--- config.mk ---
export PLATFORM = sky130hd
export DESIGN_NAME = tmpu_seq
export DESIGN_NICKNAME = d
export VERILOG_FILES = /design/src/tmpu_pkg.sv /design/src/tmpu_seq.sv
export SDC_FILE = /design/constraint.sdc
export NUM_CORES = 1
export LEC_CHECK = 0
export BUFFER_PORTS_ARGS = -buffer_cell sky130_fd_sc_hd__buf_2
export CORE_UTILIZATION = 30
export CTS_BUF_LIST = sky130_fd_sc_hd__clkbuf_4
export DETAILED_ROUTE_END_ITERATION = 8
export MAX_ROUTING_LAYER = met4
export PLACE_DENSITY_LB_ADDON = 0.08
export SETUP_SLACK_MARGIN = 0.02
export SLEW_MARGIN = 20
export SYNTH_ARGS = -nofsm -noshare
export SYNTH_HDL_FRONTEND = slang
export SYNTH_SLANG_ARGS = --single-unit
--- constraint.sdc ---
create_clock -name clk -period 2.6 [get_ports clk]
set_input_delay 0.13 -clock clk [delete_from_list [all_inputs] [get_ports clk]]
set_output_delay 0.13 -clock clk [all_outputs]
set_load 0.03 [all_outputs]
--- src/tmpu_pkg.sv ---
// ----------------------------------------------------------------------------
// tmpu_pkg
// Shared constants, codes and control types for the tile map palette upload
// planner.
// ----------------------------------------------------------------------------
package tmpu_pkg;

	localparam int MAP_DEPTH      = 2048;
	localparam int MAP_AW         = $clog2(MAP_DEPTH);
	localparam int SCREEN_COLUMNS = 40;
	localparam int SCREEN_ROWS    = 28;
	localparam int MAX_TILES      = 512;
	localparam int UPC_W          = 4;

	// reset values of the config registers
	localparam logic [8:0]  FRAME_WIDTH_RST  = 9'd320;
	localparam logic [7:0]  FRAME_HEIGHT_RST = 8'd224;
	localparam logic [9:0]  TILE_COUNT_RST   = 10'd1;
	localparam logic [10:0] MAP_COUNT_RST    = 11'd1120;
	localparam logic        BANK_SELECT_RST  = 1'b0;

	// config register indexes
	localparam logic [2:0] CFG_FRAME_WIDTH  = 3'd0;
	localparam logic [2:0] CFG_FRAME_HEIGHT = 3'd1;
	localparam logic [2:0] CFG_TILE_COUNT   = 3'd2;
	localparam logic [2:0] CFG_MAP_COUNT    = 3'd3;
	localparam logic [2:0] CFG_BANK_SELECT  = 3'd4;

	// commands
	localparam logic [1:0] CMD_START = 2'd0;
	localparam logic [1:0] CMD_NEXT  = 2'd1;
	localparam logic [1:0] CMD_LOAD  = 2'd2;

	// result status
	localparam logic [1:0] ST_OK   = 2'd0;
	localparam logic [1:0] ST_NONE = 2'd1;
	localparam logic [1:0] ST_ARG  = 2'd2;

	// sources and memories
	localparam logic [1:0] SRC_TILE = 2'd0;
	localparam logic [1:0] SRC_MAP  = 2'd1;
	localparam logic [1:0] SRC_PAL  = 2'd2;
	localparam logic       MEM_VRAM = 1'b0;
	localparam logic       MEM_CRAM = 1'b1;

	// address map
	localparam logic [15:0] TILE_BASE      = 16'h0020;
	localparam logic [15:0] TILE_BANK_STEP = 16'h4000;
	localparam logic [15:0] MAP_BASE_B0    = 16'hA000;
	localparam logic [15:0] MAP_BASE_B1    = 16'hE000;
	localparam logic [15:0] PAL_BANK_STEP  = 16'd32;
	localparam logic [15:0] PAL_BYTES      = 16'd32;
	localparam logic [15:0] PLANE_B_B0     = 16'h8405;
	localparam logic [15:0] PLANE_B_B1     = 16'h8407;
	localparam logic [15:0] BANK_TILE_OFS  = 16'd512;
	localparam logic [15:0] BANK_FLAG      = 16'h2000;

	typedef enum logic [3:0] {
		OP_NOP,
		OP_LATCH,
		OP_START,
		OP_LOAD,
		OP_NOTHING,
		OP_TILE,
		OP_ROW,
		OP_WORD,
		OP_PALETTE
	} op_t;

	typedef enum logic [3:0] {
		C_NEVER,
		C_ALWAYS,
		C_NO_ITEM,
		C_START,
		C_LOAD,
		C_NOT_NEXT,
		C_NOTHING,
		C_TILE,
		C_MAP,
		C_MORE_WORDS
	} cond_t;

	typedef struct packed {
		op_t              op;
		cond_t            cond;
		logic             take;
		logic             emit;
		logic [UPC_W-1:0] target;
	} ctrl_t;

	typedef struct packed {
		logic no_item;
		logic is_start;
		logic is_load;
		logic not_next;
		logic nothing;
		logic tile;
		logic map;
		logic more_words;
	} flags_t;

endpackage

--- src/tmpu_seq.sv ---
// ----------------------------------------------------------------------------
// tmpu_seq
// Microcode sequencer: step counter, control store and conditional jumps.
// ----------------------------------------------------------------------------
module tmpu_seq (
	input  logic           clk,
	input  logic           arst_n,
	input  logic           advance,
	input  tmpu_pkg::flags_t flags,
	output tmpu_pkg::ctrl_t  ctrl
);

	localparam logic [tmpu_pkg::UPC_W-1:0] S_WAIT  = 4'd0;
	localparam logic [tmpu_pkg::UPC_W-1:0] S_START = 4'd8;
	localparam logic [tmpu_pkg::UPC_W-1:0] S_LOAD  = 4'd10;
	localparam logic [tmpu_pkg::UPC_W-1:0] S_NONE  = 4'd11;
	localparam logic [tmpu_pkg::UPC_W-1:0] S_TILE  = 4'd12;
	localparam logic [tmpu_pkg::UPC_W-1:0] S_ROW   = 4'd13;
	localparam logic [tmpu_pkg::UPC_W-1:0] S_WORD  = 4'd14;

	logic [tmpu_pkg::UPC_W-1:0] upc_q;
	logic                       taken;

	// control store: op, condition, take, emit, target
	always_comb begin
		case (upc_q)
			4'd0:  ctrl = '{tmpu_pkg::OP_LATCH,   tmpu_pkg::C_NO_ITEM,    1'b1, 1'b0, S_WAIT};
			4'd1:  ctrl = '{tmpu_pkg::OP_NOP,     tmpu_pkg::C_START,      1'b0, 1'b0, S_START};
			4'd2:  ctrl = '{tmpu_pkg::OP_NOP,     tmpu_pkg::C_LOAD,       1'b0, 1'b0, S_LOAD};
			4'd3:  ctrl = '{tmpu_pkg::OP_NOP,     tmpu_pkg::C_NOT_NEXT,   1'b0, 1'b0, S_WAIT};
			4'd4:  ctrl = '{tmpu_pkg::OP_NOP,     tmpu_pkg::C_NOTHING,    1'b0, 1'b0, S_NONE};
			4'd5:  ctrl = '{tmpu_pkg::OP_NOP,     tmpu_pkg::C_TILE,       1'b0, 1'b0, S_TILE};
			4'd6:  ctrl = '{tmpu_pkg::OP_NOP,     tmpu_pkg::C_MAP,        1'b0, 1'b0, S_ROW};
			4'd7:  ctrl = '{tmpu_pkg::OP_PALETTE, tmpu_pkg::C_ALWAYS,     1'b0, 1'b1, S_WAIT};
			4'd8:  ctrl = '{tmpu_pkg::OP_START,   tmpu_pkg::C_ALWAYS,     1'b0, 1'b1, S_WAIT};
			4'd10: ctrl = '{tmpu_pkg::OP_LOAD,    tmpu_pkg::C_ALWAYS,     1'b0, 1'b0, S_WAIT};
			4'd11: ctrl = '{tmpu_pkg::OP_NOTHING, tmpu_pkg::C_ALWAYS,     1'b0, 1'b1, S_WAIT};
			4'd12: ctrl = '{tmpu_pkg::OP_TILE,    tmpu_pkg::C_ALWAYS,     1'b0, 1'b1, S_WAIT};
			4'd13: ctrl = '{tmpu_pkg::OP_ROW,     tmpu_pkg::C_NEVER,      1'b0, 1'b1, S_WAIT};
			4'd14: ctrl = '{tmpu_pkg::OP_WORD,    tmpu_pkg::C_MORE_WORDS, 1'b0, 1'b1, S_WORD};
			default: ctrl = '{tmpu_pkg::OP_NOP,   tmpu_pkg::C_ALWAYS,     1'b0, 1'b0, S_WAIT};
		endcase
	end

	always_comb begin
		case (ctrl.cond)
			tmpu_pkg::C_NEVER:      taken = 1'b0;
			tmpu_pkg::C_ALWAYS:     taken = 1'b1;
			tmpu_pkg::C_NO_ITEM:    taken = flags.no_item;
			tmpu_pkg::C_START:      taken = flags.is_start;
			tmpu_pkg::C_LOAD:       taken = flags.is_load;
			tmpu_pkg::C_NOT_NEXT:   taken = flags.not_next;
			tmpu_pkg::C_NOTHING:    taken = flags.nothing;
			tmpu_pkg::C_TILE:       taken = flags.tile;
			tmpu_pkg::C_MAP:        taken = flags.map;
			tmpu_pkg::C_MORE_WORDS: taken = flags.more_words;
			default:                taken = 1'b1;
		endcase
	end

	always_ff @(posedge clk or negedge arst_n) begin
		if (!arst_n) begin
			upc_q <= S_WAIT;
		end else if (advance) begin
			upc_q <= taken ? ctrl.target : upc_q + 4'd1;
		end
	end

endmodule

-- Word-level counts from Yosys, hierarchy flattened
Memory sizes are Yosys's and may differ from the RTL's.
Cells that the tools add are included.
- add/subtract/negate cells: 1
- equal/unequal tests: 8
- multiplexer cells: 2
- reductions and logical operators: 1
- operator list (cell ; number):
    4-bit by 3-bit == test with 1-bit output, second input constant ; 4
    1-bit case mux with 9 select lines ; 1
    4-bit by 2-bit == test with 1-bit output, second input constant ; 2
    4-bit == test, second input constant ; 2
    4-bit by 1-bit adder with 4-bit output, second input constant ; 1
    4-bit logical NOT ; 1
    4-bit 2-to-1 mux ; 1
- register bits after elaboration: 4
- memory bits (read-only): 224
- bits of input ports: 11
- output and inout bits: 14
- logic and storage cells: 14
- memories kept: 1
- memory list (name ; depth ; bits a word ; rd ports ; clocked after memory_dff ; wr ports ; RTL line ; text):
    (no name shown) ; 16 ; 14 ; 1 ; 0 ; 0 ; tmpu_seq.sv:26 ; case (upc_q)

-- Depth between registers and ports, before layout
An unclocked memory read counts as a cell.
- depth in word-level cells: 4
- mapped depth: 8
- depth with buffers taken out: 7

-- Worst setup path before layout
No wires, ideal clock.
- kind: flip-flop to flip-flop
- start point: reg upc_q[2] in the netlist's numbering
- end point: reg upc_q[3] in the netlist's numbering
- library setup time: 0.126 ns
- arrival: 2.567 ns
- required time: 2.474 ns
- path slack: -0.093 ns
- stages on the path, launching flop included: 9
- path buffers: 1
- clock period less this slack: 2.693 ns
- cell sequence: dfrtp_1 buf_2 clkinv_1 ha_1 nor2b_1 o21ai_0 and4b_1 a2bb2oi_1 a311o_1
- RTL lines (element ; RTL line ; text):
    from (decl) ; tmpu_seq.sv:21 ; logic [tmpu_pkg::UPC_W-1:0] upc_q;
    from (signal assigned) ; tmpu_seq.sv:65 ; upc_q <= taken ? ctrl.target : upc_q + 4'd1;

-- Final worst setup path
- start point: reg upc_q[1] in the netlist's numbering
- end point: reg upc_q[3] in the netlist's numbering
- longest elaborated chain between the ends: 4
- elaborated cells between the ends (all ways): 13
- classes of those cells: 1 x add/sub; 8 x eq/ne; 2 x mux; 1 x reduce/logical; 1 x memory
- ends and longest elaborated chain (element ; RTL line ; text):
    memory 16 x 14 bit ; n/a ;
    4-bit == test, or another cell as far along ; tmpu_seq.sv:46 ; case (ctrl.cond)
    1-bit case mux with 9 select lines ; tmpu_seq.sv:46 ;
    4-bit 2-to-1 mux * ; tmpu_seq.sv:65 ;
Every way passes the cells marked *; elsewhere a longest branch is shown, timed or not.
A chain may end at the register's enable or synchronous reset.

==> results by group <==
Timing
  – Final Max Tran Viols: 0
  – Worst slew margin: about 73%
  – Period Utilization, post-route: a little under 90%
  – Final setup vio count: 0
  – Final hold violations: 0
  – RSZ-0062 raised after global routing: false
  – Final setup TNS: 0 ps
  – Worst Tran Pin Value: approximately 400 ps
  – Worst Skew: ~5.5 ps
  – Final worst hold slack: between 200 and 250 ps
  – Final Critical Period: roughly 2300 ps
  – Fmax: around 430 MHz

Detailed routing
  – Via count of the routed design: around 700
  – WL/cell: 12.7 microns
  – Total Wirelength: roughly 1700 microns
  – Post-route ant nets: 0
  – DR pass1 iterations: 4
  – DRC: 0
  – DRT iter0 DRCs: 14
  – DR vias/cell: about 5.1

Finish
  – Largest regs: upc_q (4)
  – Fillers: 217
  – Post-layout net count: about 130
  – Fraction of layout instances using a drive strength above 1: roughly 36%
  – Ant diodes: 0
  – Biggest register: upc_q
  – Syn-to-layout area delta: 27.5%
  – Largest register FFs: 4

Setup path
  – WP data required: between 2000 and 3000 ps
  – Type of origin of the critical path: flop
  – Cell Chain, Critical Path: inv_1 -> ha_1 -> or3_1 -> a32o_2 -> a221oi_4 -> nor2_2 -> a311o_1
  – Critical setup path kind: reg2reg
  – Setup crit end kind: flop
  – Max stage delay cell, worst path: or3_1
  – Max incr delay on CP: 400 ps
  – Crit path arrival time: approximately 2400 ps
  – CP max FO: 6

Clock tree
  – Post-CTS Hold Buffers: 1
  – Resized cells post-CTS: 0
  – CTS Sinks: 4
  – CTS H-tree lvls: 1
  – Worst-case clock buffer depth: 2
  – Post-CTS Setup Bufs: 0
  – CTS Buf Count: 3
  – Clock root cell: clkbuf_4
  – Clock-pin slew on the worst setup and hold paths: ~40 ps
  – CTS tree: done
  – Worst skew pair latency: ~230 ps

Global route
  – Largest net degree at the start of global routing: 14
  – Total GRT Usage: between 10% and 20%
  – Vias in the first global route: 652
  – Initial antenna violation count: 0
  – First-pass GRT wire length: approximately 2900 microns
  – Grt total ovfl: 0

Die
  – Die area: roughly 2400 sq um
  – Die width: roughly 49 microns
  – Starting density of the core: between 30% and 40%
  – Core region area: around 2000 sq um
  – # rows: 16
  – Die H: a little under 50 microns
  – I/O Pins: 25

Synthesis
  – Most area-consuming cells after synthesis: dfrtp_1, ha_1, a221oi_4
  – Avg Cell Area, Syn: 8.29 sq um
  – Number of synthesized flops with an enable pin: 0
  – Leading area contributor after synthesis: dfrtp_1
  – Cell count after synthesis: 80
  – Post-synth net total: slightly below 100
  – Most common cell in the netlist: ha_1
  – Synth Cell Area: 663 sq um
  – Synth top cells by count: ha_1, nand2_1, nor2_1, o21ai_0, dfrtp_1
  – Async SR Flop Fraction: 100%
  – Seq/Total Area, Yosys: about 15%
  – Yosys warnings: 0
  – Synth Flop Type: dfrtp_1
  – Yosys cell types: 40
  – Post-synth top area share: roughly 15%
  – #FFs+latches synth: 4

Pwr
  – Peak supply drop: approximately 560 uV
  – Power Density: 1480 nW/um^2
  – Leakage power: roughly 0.44 nW

Run
  – Max_cap viols: 0

Status
  – Status: completed

Placement
  – Port Buf Inserts: 24
  – RD Place Congestion: just under 0.8
  – Post-DP HPWL: around 1300 microns

Hold path
  – Worst hold path type: in2async
## where the power goes
part	switching [mW]	internal (mW)	total [mW]
combinational	0.641	0.407	1.05
sequential	0.0427	0.0905	0.133
clock	0.0231	0.0515	0.0746
## critical path: cells and delay by family, from the launching register on
family / cells / cell delay, ps
buffers and inverters: 1 / 130
AO/OA/AOI/OAI: 3 / 930
flip-flops: 1 / 380
adder cells (fa/ha/maj): 1 / 280
AND/OR/NAND/NOR: 2 / 480
## final cells by class
cell class	count	area [sq um]	share of cell area [%]
multi-input combinational	67	514	60.8
timing repair buffer	29	160	18.9
sequential	4	100	11.8
tap	27	33.8	3.99
clock buffer	3	22.5	2.66
inverter	4	15.0	1.78
## cells by family after synthesis
family / synth area share [%]
xor+xnor: 1.32
mux: 4.72
compound gates: 29.1
buf+inv: 7.73
flops: 15.1
simple gates: 27.0
fa+ha+maj: 15.1
## cells in the final DEF (no fill, tap or decap), drive strengths merged, types with 3 or more instances in the layout
cell type	count
nor2	7
clkbuf	3
dfrtp	4
inv	3
and2b	3
a21o	3
buf	28
ha	8
nand2	7
nor2b	3
o21ai	5
## layer usage
layer / up-vias / wire [microns] / track usage [%]
li1: 353 / - / -
met1: 315 / 832 / 21.2
met2: 13 / 810 / 25.2
met3: 0 / 54 / 2.18
met4: 0 / 0 / 5.88
met5: - / 0 / -
## worst paths after layout
path	startpoint	endpoint	slack (ps)	depth (start not counted)
max reg2reg	upc_q[1]$_DFFE_PN0P_	upc_q[3]$_DFFE_PN0P_	270	7
min in group clk	advance	upc_q[0]$_DFFE_PN0P_	260	2
min reg2reg	upc_q[0]$_DFFE_PN0P_	upc_q[0]$_DFFE_PN0P_	640	2
max	upc_q[1]$_DFFE_PN0P_	upc_q[3]$_DFFE_PN0P_	270	7
max in group asynchronous	arst_n	upc_q[0]$_DFFE_PN0P_	2240	2
min	arst_n	upc_q[2]$_DFFE_PN0P_	240	2
## stage by stage
step / util, % / total power, mW / cells / setup slack, ps / instance area (sq um)
global route: 41.8 / 1.37 / 134 / 157 / 846
detailed placement: 40.2 / 1.18 / 130 / 287 / 813
floorplan: - / 0.947 / 80 / 132 / 666
global placement: 40.2 / 1.18 / 130 / 330 / 813
finish: 41.8 / 1.26 / 134 / 273 / 846
CTS: 41.8 / 1.26 / 134 / 290 / 846
Note: power is estimated with default switching activity, not from simulation.
